==> config.mk <==
export PLATFORM = sky130hd
export DESIGN_NAME = time_of_day_counter_12_24
export DESIGN_NICKNAME = d
export VERILOG_FILES = /design/src/design/tdc_pkg.sv /design/src/design/tdc_front.sv /design/src/design/tdc_queue.sv /design/src/design/tdc_back.sv /design/src/design/time_of_day_counter_12_24.sv
export SDC_FILE = /design/constraint.sdc
export NUM_CORES = 1
export LEC_CHECK = 0
export ABC_AREA = 1
export BUFFER_PORTS_ARGS = -buffer_cell sky130_fd_sc_hd__buf_2
export CAP_MARGIN = 10
export CELL_PAD_IN_SITES_DETAIL_PLACEMENT = 0
export CELL_PAD_IN_SITES_GLOBAL_PLACEMENT = 1
export CORE_MARGIN = 8
export CORE_UTILIZATION = 50
export DETAILED_ROUTE_END_ITERATION = 8
export PLACE_DENSITY_LB_ADDON = 0.1
export SYNTH_ARGS = -nofsm -noshare
export SYNTH_HDL_FRONTEND = slang
export SYNTH_SLANG_ARGS = --single-unit
export TNS_END_PERCENT = 5
==> constraint.sdc <==
create_clock -name clk -period 8.35 [get_ports clk]
set_input_delay 2.0875 -clock clk [delete_from_list [all_inputs] [get_ports clk]]
set_output_delay 2.0875 -clock clk [all_outputs]
set_load 0.02 [all_outputs]
==> src/design/tdc_pkg.sv <==
// Shared types, constants and a helper function for the time-of-day counter.
`default_nettype none
package tdc_pkg;

	// action codes as they arrive on the input tuser
	localparam logic [1:0] ACT_SET = 2'd0;
	localparam logic [1:0] ACT_ADVANCE = 2'd1;
	localparam logic [1:0] ACT_COMPARE = 2'd2;

	localparam logic [5:0] SEC_WRAP = 6'd60;
	localparam logic [5:0] MIN_WRAP = 6'd60;
	localparam logic [5:0] MIN_SEC_MAX = 6'd59;
	localparam logic [4:0] HOUR_WRAP_12 = 5'd13;
	localparam logic [4:0] HOUR_NOON = 5'd12;
	localparam logic [4:0] HOUR_WRAP_24 = 5'd24;
	localparam logic [5:0] HOUR_MAX_24 = 6'd23;
	localparam logic [5:0] HOUR_MAX_12 = 6'd12;
	localparam logic [5:0] HOUR_MIN_12 = 6'd1;
	localparam logic [6:0] HALF_DAY = 7'd12;

	localparam int IN_DATA_W = 40;
	localparam int OUT_DATA_W = 24;

	typedef enum logic [1:0] {
		KIND_SET = 2'd0,
		KIND_ADVANCE = 2'd1,
		KIND_COMPARE = 2'd2,
		KIND_NOP = 2'd3
	} cmd_kind_t;

	// one classified word, as held in the queue
	typedef struct packed {
		cmd_kind_t kind;
		logic [5:0] hour;
		logic [5:0] minute;
		logic [5:0] second;
		logic pm;
		logic hour_ok;
		logic minute_ok;
		logic second_ok;
		logic [6:0] other_h24;
		logic [16:0] count;
	} cmd_t;

	typedef struct packed {
		logic second_rejected;
		logic minute_rejected;
		logic hour_rejected;
		logic time_greater;
		logic times_equal;
		logic pm;
		logic [5:0] second;
		logic [5:0] minute;
		logic [4:0] hour;
	} result_t;

	// hour in 24-hour form; 12-hour form maps AM 12 to 0 and PM h other than 12 to h + 12
	function automatic logic [6:0] hour_to_24(input logic [5:0] h, input logic pm,
			input logic twelve);
		logic [6:0] hx;
		begin
			hx = {1'b0, h};
			if (!twelve) begin
				hour_to_24 = hx;
			end else if (!pm) begin
				hour_to_24 = (h == HOUR_MAX_12) ? 7'd0 : hx;
			end else begin
				hour_to_24 = (h == HOUR_MAX_12) ? hx : hx + HALF_DAY;
			end
		end
	endfunction

endpackage
`default_nettype wire

==> src/design/tdc_front.sv <==
// Front end: takes input words, decodes the action and pre-checks the fields.
`default_nettype none
module tdc_front (
	input wire logic s_tvalid,
	output logic s_tready,
	input wire logic [1:0] s_tuser,
	input wire logic [tdc_pkg::IN_DATA_W-1:0] s_tdata,
	input wire logic twelve_hour_mode,
	input wire logic q_full,
	output logic q_push,
	output tdc_pkg::cmd_t q_cmd
);

	logic [5:0] hour_in;
	logic [5:0] minute_in;
	logic [5:0] second_in;
	logic pm_in;
	logic other_twelve_hour;
	logic [16:0] advance_count;

	assign hour_in = s_tdata[5:0];
	assign minute_in = s_tdata[11:6];
	assign second_in = s_tdata[17:12];
	assign pm_in = s_tdata[18];
	assign other_twelve_hour = s_tdata[19];
	assign advance_count = s_tdata[36:20];

	assign s_tready = !q_full;
	assign q_push = s_tvalid && !q_full;

	always_comb begin
		case (s_tuser)
			tdc_pkg::ACT_SET: q_cmd.kind = tdc_pkg::KIND_SET;
			tdc_pkg::ACT_ADVANCE: q_cmd.kind = tdc_pkg::KIND_ADVANCE;
			tdc_pkg::ACT_COMPARE: q_cmd.kind = tdc_pkg::KIND_COMPARE;
			default: q_cmd.kind = tdc_pkg::KIND_NOP;
		endcase
		q_cmd.hour = hour_in;
		q_cmd.minute = minute_in;
		q_cmd.second = second_in;
		q_cmd.pm = pm_in;
		q_cmd.hour_ok = twelve_hour_mode
			? (hour_in >= tdc_pkg::HOUR_MIN_12 && hour_in <= tdc_pkg::HOUR_MAX_12)
			: (hour_in <= tdc_pkg::HOUR_MAX_24);
		q_cmd.minute_ok = minute_in <= tdc_pkg::MIN_SEC_MAX;
		q_cmd.second_ok = second_in <= tdc_pkg::MIN_SEC_MAX;
		q_cmd.other_h24 = tdc_pkg::hour_to_24(hour_in, pm_in, other_twelve_hour);
		q_cmd.count = advance_count;
	end

endmodule
`default_nettype wire

==> src/design/tdc_queue.sv <==
// Small FIFO of decoded words between front and back end.
`default_nettype none
module tdc_queue #(
	parameter int DEPTH = 2
) (
	input wire logic clk,
	input wire logic arst_n,
	input wire logic push,
	input wire tdc_pkg::cmd_t push_cmd,
	output logic full,
	input wire logic pop,
	output logic head_valid,
	output tdc_pkg::cmd_t head_cmd
);

	localparam int PTR_W = $clog2(DEPTH);
	localparam int CNT_W = $clog2(DEPTH + 1);

	tdc_pkg::cmd_t slot_q [DEPTH];
	logic [PTR_W-1:0] wr_ptr_q;
	logic [PTR_W-1:0] rd_ptr_q;
	logic [CNT_W-1:0] cnt_q;
	logic do_push;
	logic do_pop;

	assign full = cnt_q == CNT_W'(DEPTH);
	assign head_valid = cnt_q != '0;
	assign head_cmd = slot_q[rd_ptr_q];
	assign do_push = push && !full;
	assign do_pop = pop && head_valid;

	always_ff @(posedge clk) begin
		if (do_push) begin
			slot_q[wr_ptr_q] <= push_cmd;
		end
	end

	always_ff @(posedge clk or negedge arst_n) begin
		if (!arst_n) begin
			wr_ptr_q <= '0;
			rd_ptr_q <= '0;
			cnt_q <= '0;
		end else begin
			if (do_push) begin
				wr_ptr_q <= (wr_ptr_q == PTR_W'(DEPTH - 1)) ? '0 : wr_ptr_q + 1'b1;
			end
			if (do_pop) begin
				rd_ptr_q <= (rd_ptr_q == PTR_W'(DEPTH - 1)) ? '0 : rd_ptr_q + 1'b1;
			end
			if (do_push && !do_pop) begin
				cnt_q <= cnt_q + 1'b1;
			end else if (do_pop && !do_push) begin
				cnt_q <= cnt_q - 1'b1;
			end
		end
	end

endmodule
`default_nettype wire

==> src/design/tdc_back.sv <==
// Back end: holds the time, runs set / advance / compare and drives the result register.
`default_nettype none
module tdc_back (
	input wire logic clk,
	input wire logic arst_n,
	input wire logic twelve_hour_mode,
	input wire logic head_valid,
	input wire tdc_pkg::cmd_t head_cmd,
	output logic pop,
	output logic out_valid,
	input wire logic out_ready,
	output tdc_pkg::result_t out_result
);

	typedef enum logic [1:0] {
		ST_IDLE = 2'b01,
		ST_RUN = 2'b10
	} back_state_t;

	back_state_t state_q;
	logic [4:0] hours_q;
	logic [5:0] minutes_q;
	logic [5:0] seconds_q;
	logic pm_q;
	logic [16:0] remain_q;
	logic out_valid_q;
	tdc_pkg::result_t out_q;

	logic out_space;
	logic [4:0] tick_hours;
	logic [5:0] tick_minutes;
	logic [5:0] tick_seconds;
	logic tick_pm;
	logic [5:0] sec_inc;
	logic [5:0] min_inc;
	logic [4:0] hour_inc;
	logic [6:0] own_h24;
	logic cmp_eq;
	logic cmp_gt;
	logic start_adv;
	logic emit;
	logic do_tick;
	tdc_pkg::result_t res;

	assign out_space = !out_valid_q || out_ready;
	assign out_valid = out_valid_q;
	assign out_result = out_q;

	// one-second step with cascaded wraps
	always_comb begin
		sec_inc = seconds_q + 6'd1;
		min_inc = minutes_q + 6'd1;
		hour_inc = hours_q + 5'd1;
		tick_seconds = sec_inc;
		tick_minutes = minutes_q;
		tick_hours = hours_q;
		tick_pm = pm_q;
		if (sec_inc == tdc_pkg::SEC_WRAP) begin
			tick_seconds = '0;
			tick_minutes = min_inc;
			if (min_inc == tdc_pkg::MIN_WRAP) begin
				tick_minutes = '0;
				tick_hours = hour_inc;
				if (twelve_hour_mode) begin
					if (hour_inc == tdc_pkg::HOUR_WRAP_12) begin
						tick_hours = 5'd1;
					end else if (hour_inc == tdc_pkg::HOUR_NOON) begin
						tick_pm = !pm_q;
					end
				end else if (hour_inc == tdc_pkg::HOUR_WRAP_24) begin
					tick_hours = '0;
				end
			end
		end
	end

	assign own_h24 = tdc_pkg::hour_to_24({1'b0, hours_q}, pm_q, twelve_hour_mode);
	assign cmp_eq = {own_h24, minutes_q, seconds_q}
		== {head_cmd.other_h24, head_cmd.minute, head_cmd.second};
	assign cmp_gt = {own_h24, minutes_q, seconds_q}
		> {head_cmd.other_h24, head_cmd.minute, head_cmd.second};

	// an advance of more than nothing leaves the queue at once and ticks on its own
	assign start_adv = (state_q == ST_IDLE) && head_valid
		&& (head_cmd.kind == tdc_pkg::KIND_ADVANCE) && (head_cmd.count != '0);
	assign do_tick = start_adv || ((state_q == ST_RUN) && (remain_q != '0));

	always_comb begin
		emit = 1'b0;
		pop = 1'b0;
		case (state_q)
			ST_IDLE: begin
				if (start_adv) begin
					pop = 1'b1;
				end else if (head_valid && out_space) begin
					pop = 1'b1;
					emit = 1'b1;
				end
			end
			ST_RUN: begin
				emit = (remain_q == '0) && out_space;
			end
			default: begin
				emit = 1'b0;
				pop = 1'b0;
			end
		endcase
	end

	// result after the step; set fields come from the word where accepted
	always_comb begin
		res.hour = hours_q;
		res.minute = minutes_q;
		res.second = seconds_q;
		res.pm = pm_q;
		res.times_equal = 1'b0;
		res.time_greater = 1'b0;
		res.hour_rejected = 1'b0;
		res.minute_rejected = 1'b0;
		res.second_rejected = 1'b0;
		if (state_q == ST_IDLE) begin
			case (head_cmd.kind)
				tdc_pkg::KIND_SET: begin
					if (head_cmd.hour_ok) begin
						res.hour = head_cmd.hour[4:0];
					end
					if (head_cmd.minute_ok) begin
						res.minute = head_cmd.minute;
					end
					if (head_cmd.second_ok) begin
						res.second = head_cmd.second;
					end
					res.pm = head_cmd.pm;
					res.hour_rejected = !head_cmd.hour_ok;
					res.minute_rejected = !head_cmd.minute_ok;
					res.second_rejected = !head_cmd.second_ok;
				end
				tdc_pkg::KIND_COMPARE: begin
					res.times_equal = cmp_eq;
					res.time_greater = cmp_gt;
				end
				default: begin
					res.times_equal = 1'b0;
				end
			endcase
		end
	end

	always_ff @(posedge clk) begin
		if (emit) begin
			out_q <= res;
		end
	end

	always_ff @(posedge clk or negedge arst_n) begin
		if (!arst_n) begin
			state_q <= ST_IDLE;
			hours_q <= '0;
			minutes_q <= '0;
			seconds_q <= '0;
			pm_q <= 1'b0;
			remain_q <= '0;
			out_valid_q <= 1'b0;
		end else begin
			if (emit) begin
				out_valid_q <= 1'b1;
			end else if (out_ready) begin
				out_valid_q <= 1'b0;
			end
			if (do_tick) begin
				hours_q <= tick_hours;
				minutes_q <= tick_minutes;
				seconds_q <= tick_seconds;
				pm_q <= tick_pm;
			end else if (emit && (state_q == ST_IDLE)
					&& (head_cmd.kind == tdc_pkg::KIND_SET)) begin
				hours_q <= res.hour;
				minutes_q <= res.minute;
				seconds_q <= res.second;
				pm_q <= res.pm;
			end
			case (state_q)
				ST_IDLE: begin
					if (start_adv) begin
						remain_q <= head_cmd.count - 17'd1;
						state_q <= ST_RUN;
					end
				end
				ST_RUN: begin
					if (remain_q != '0) begin
						remain_q <= remain_q - 17'd1;
					end else if (emit) begin
						state_q <= ST_IDLE;
					end
				end
				default: begin
					state_q <= ST_IDLE;
				end
			endcase
		end
	end

endmodule
`default_nettype wire

==> src/design/time_of_day_counter_12_24.sv <==
// Top level of the 12/24-hour time-of-day counter.
//
//  channel  | handshake          | payload
//  ---------+--------------------+--------------------------------------------------
//  in       | s_tvalid/s_tready  | s_tuser: action; s_tdata: hour, minute, second,...
//  out      | m_tvalid/m_tready  | m_tdata: hour, minute, second, pm, flags
//  config   | cfg_wr_en          | cfg_wr_data: twelve_hour_mode
//
// Set, compare, zero advances and the unused action are popped and answered together; an
// advance of n seconds is popped at once and stepped n times by the one-tick-per-cycle counter.
// The queue holds QUEUE_DEPTH words, so input keeps being taken while the back end ticks until it fills.
// Reset clears the time to 00:00:00 AM and selects 24-hour counting.
// The result register holds a word until m_tready; the back end stalls only when it is full and m_tready is low.
`default_nettype none
module time_of_day_counter_12_24 #(
	parameter int QUEUE_DEPTH = 2
) (
	input wire logic clk,
	input wire logic arst_n,
	input wire logic s_tvalid,
	output logic s_tready,
	// [1:0] action
	input wire logic [1:0] s_tuser,
	// [5:0] hour_in, [11:6] minute_in, [17:12] second_in, [18] pm_in,
	// [19] other_twelve_hour, [36:20] advance_count, [39:37] zero
	input wire logic [tdc_pkg::IN_DATA_W-1:0] s_tdata,
	output logic m_tvalid,
	input wire logic m_tready,
	// [4:0] hour_out, [10:5] minute_out, [16:11] second_out, [17] pm_out,
	// [18] times_equal, [19] time_greater, [20] hour_rejected,
	// [21] minute_rejected, [22] second_rejected, [23] zero
	output logic [tdc_pkg::OUT_DATA_W-1:0] m_tdata,
	input wire logic cfg_wr_en,
	input wire logic cfg_wr_data
);

	logic twelve_hour_mode_q;
	logic q_full;
	logic q_push;
	logic q_pop;
	logic head_valid;
	tdc_pkg::cmd_t push_cmd;
	tdc_pkg::cmd_t head_cmd;
	tdc_pkg::result_t result;

	always_ff @(posedge clk or negedge arst_n) begin
		if (!arst_n) begin
			twelve_hour_mode_q <= 1'b0;
		end else if (cfg_wr_en) begin
			twelve_hour_mode_q <= cfg_wr_data;
		end
	end

	tdc_front u_front (
		.s_tvalid(s_tvalid),
		.s_tready(s_tready),
		.s_tuser(s_tuser),
		.s_tdata(s_tdata),
		.twelve_hour_mode(twelve_hour_mode_q),
		.q_full(q_full),
		.q_push(q_push),
		.q_cmd(push_cmd)
	);

	tdc_queue #(
		.DEPTH(QUEUE_DEPTH)
	) u_queue (
		.clk(clk),
		.arst_n(arst_n),
		.push(q_push),
		.push_cmd(push_cmd),
		.full(q_full),
		.pop(q_pop),
		.head_valid(head_valid),
		.head_cmd(head_cmd)
	);

	tdc_back u_back (
		.clk(clk),
		.arst_n(arst_n),
		.twelve_hour_mode(twelve_hour_mode_q),
		.head_valid(head_valid),
		.head_cmd(head_cmd),
		.pop(q_pop),
		.out_valid(m_tvalid),
		.out_ready(m_tready),
		.out_result(result)
	);

	assign m_tdata = {1'b0, result};

endmodule
`default_nettype wire
==> flow_summary.toml <==
[routing]
wl_met2_microns = 8440
drt_iter0_drc = 424
routed_wl_microns = 18700
met3_wirelength_microns = 943
wl_per_cell_microns = 16.6
wl_met1_microns = 9120
dr_total_vias = 5984
dr.pass1.iters = 4
viasPerCell = 5.31
route.detailed.drc = 0
drtAntennaViolNets = 0
topRoutingLayerUsed = "met4"

[grt]
grt_usage_pct = 19.0
grt_pass1_vias = 5659
grt_first_pass_wirelength_microns = 29500
grt_max_degree = 50
antenna_found_initial = 0
grt_remaining_overflow = 0

[synth]
synth_edf_count = 117
synth.distinct_cells = 45
synth-main-ff-cell = "edfxtp_1"
synth_seq_cells = 160
yosysSeqAreaShare_pct = 56.8
syn_area_sq_um = 8080
async_flop_share_pct = 26.9
syn-num-nets = 916
yosys_warnings = 0
synth_cells = 833
synth_area_per_cell_sq_um = 9.70

[placement]
routabilityCongestion = 0.862
place_area_sq_um = 8590
portBuffers = 69
dp_hpwl_microns = 13100

[sta]
fin_skew_ps = 12.5
whs_ps = 489
max_clock_freq_mhz = 259
setup_tns_ps = 0
setup_violations = 0
hold_violations = 0
fin_crit_sh_pct = 46.2
period_minus_slack_ps = 3860
drv_slew = 0
rsz0062_at_grt = "no"
worst_pin_slew_ps = 1030
relSlewSlack_pct = 31.5

[critical_path]
rr_worst_depth = 15
critPathArrivalTime_ps = 4220
path_max_fanout = 49
critical_path_class = "reg -> reg"
critPathCaptureType = "flip-flop"
worstSetupEndpoint = "u_back.hours_q[4]"
reg2reg_from = "u_queue.rd_ptr_q"
cp.required_ps = 8710
worst_setup_path_start_kind = "flip-flop"
r2r-end = "u_back.hours_q[4]"
r2r_slack_ps = 4490
worstSetupStartpoint = "u_queue.rd_ptr_q"

[cts]
clk_latency_ps = 430
cts_tree = "done"
ctsResizeCount = 0
cts-root-buf = "clkbuf_16"
clk_pin_slew_ps = 70
numCtsBuffers = 17
cts_max_level = 4
cts_buffer_depth = 2
hold_buffers = 0
clock_sinks = 160
postCtsSetupBuffers = 0

[power]
totalPowerFinal_w = 0.00351
ir_drop_uv = 224
p_leak_nw = 3.96
power_density_nw_per_um2 = 383

[floorplan]
std_cell_rows = 46
die_h_microns = 143
die_w_microns = 143
floorplan.initialDensity_pct = 51.0
die_area_sq_um = 20500
core_sq_um = 15800
ios = 74

[final_layout]
drive_above_1_share_pct = 13.6
final_common_cell = "nand2_1"
syn_to_final_growth_pct = 13.6
fin_area_sq_um = 9180
antennaDiodeCount = 0
nets = 981
layout_common_cells = "nand2_1, edfxtp_1, buf_2"

[status]
status = "completed"

[min_path]
hp-class = "reg -> reg"

[job]
max_cap_viol_count = 0
[synth_stat cells (2+ instances only)]
library cell  instances  area (sq um)
a22oi_1               2          15.0
inv_2                 3          11.3
buf_6                 2          22.5
nand2_1             242           908
o31ai_1               2          15.0
nand2_2               4          25.0
dfrtp_1              42          1050
nor3_1                4          20.0
o211ai_1              3          22.5
edfxtp_1            117          3510
a21oi_1              14          70.1
xnor2_1               7          61.3
or2_2                 3          18.8
nand3b_1              6          45.0
nand4_1              10          62.6
clkbuf_1              7          26.3
xor2_1               17           149
o21ai_1              18          90.1
buf_4                 5          37.5
o21ai_0              55           275
mux2i_1              17           170
inv_1                55           206
nand3_1              55           275
nor2_1               66           248
buf_2                14          70.1
a31oi_1              10          62.6
ha_1                 35           438
[through the flow]
stage / setup WS [ps] / cells / util, %
final: 4490 / 1127 / 58.0
after global routing: 4090 / 1127 / 58.0
after CTS: 4440 / 1127 / 58.0
after detailed placement: 4470 / 1095 / 54.3
after global placement: 4490 / 1095 / 54.3
after floorplan: 3720 / 833 / -
[power by group]
part / total (W) / switching [W] / internal [W]
logic: 0.00151 / 0.00105 / 0.000460
registers: 0.00124 / 0.000113 / 0.00113
clock network: 0.000766 / 0.000363 / 0.000403
total: 0.00351 / 0.00152 / 0.00199
[state kept, by name (all words and copies together) (netlist names)]
| signal | flops |
|---|---|
| twelve_hour_mode_q | 1 |
| u_back.hours_q | 5 |
| u_back.minutes_q | 6 |
| u_back.out_result | 23 |
| u_back.out_valid | 1 |
| u_back.pm_q | 1 |
| u_back.remain_q | 17 |
| u_back.seconds_q | 6 |
| u_back.state_q | 2 |
| u_queue.cnt_q | 2 |
| u_queue.rd_ptr_q | 1 |
| u_queue.slot_q | 94 |
| u_queue.wr_ptr_q | 1 |
[layer usage]
layer  vias to the layer above  GRT usage [%]
li1                       2968              -
met1                      2881           26.7
met2                       123           29.1
met3                        12           4.34
met4                         0           4.64
met5                         -              0
[worst min-delay path by stage]
stage	from	to	slack, ps	depth (start not counted)
finish	u_queue.cnt_q[0]	u_queue.cnt_q[0]	490	1
global route	u_back.remain_q[1]	u_back.remain_q[1]	530	2
CTS	u_queue.cnt_q[0]	u_queue.cnt_q[0]	490	1
detailed placement	u_back.remain_q[1]	u_back.remain_q[1]	480	2
global placement	u_back.remain_q[1]	u_back.remain_q[1]	470	2
floorplan	u_back.remain_q[10]	u_back.remain_q[10]	450	2
[worst max-delay path, stage by stage, from the launching register on]
cell and delay [ps]:
dfrtp_2 340, buf_4 560, inv_2 470, nand2_1 150, nand2_1 140, nor2_1 130, nand3_1 100, nor2_1 100
nand2_1 70, nand2_2 100, nand2_1 320, inv_2 480, nand2_2 420, nand2_2 240, nand2_1 80, nand2_1 60
[final cells by class]
cell class / instances / area, sq um
Clock buffer: 17 / 425
Clock inverter: 15 / 164
Fill cell: 1413 / 6650
Inverter: 58 / 218
Multi-Input combinational cell: 587 / 3130
Sequential cell: 160 / 4590
Tap cell: 216 / 270
Timing Repair Buffer: 74 / 383
[kinds of logic after synthesis]
| group | Yosys count | share of synthesized area (%) |
|---|---|---|
| XOR/XNOR | 24 | 2.60 |
| other | 1 | 0.0464 |
| multiplexers | 17 | 2.11 |
| AND/OR/NAND/NOR | 397 | 20.5 |
| adder cells (fa/ha/maj) | 35 | 5.42 |
| flip-flops | 160 | 56.8 |
| AO/OA/AOI/OAI | 113 | 7.81 |
| buffers and inverters | 86 | 4.63 |
Note: power is estimated with default switching activity, not from simulation.
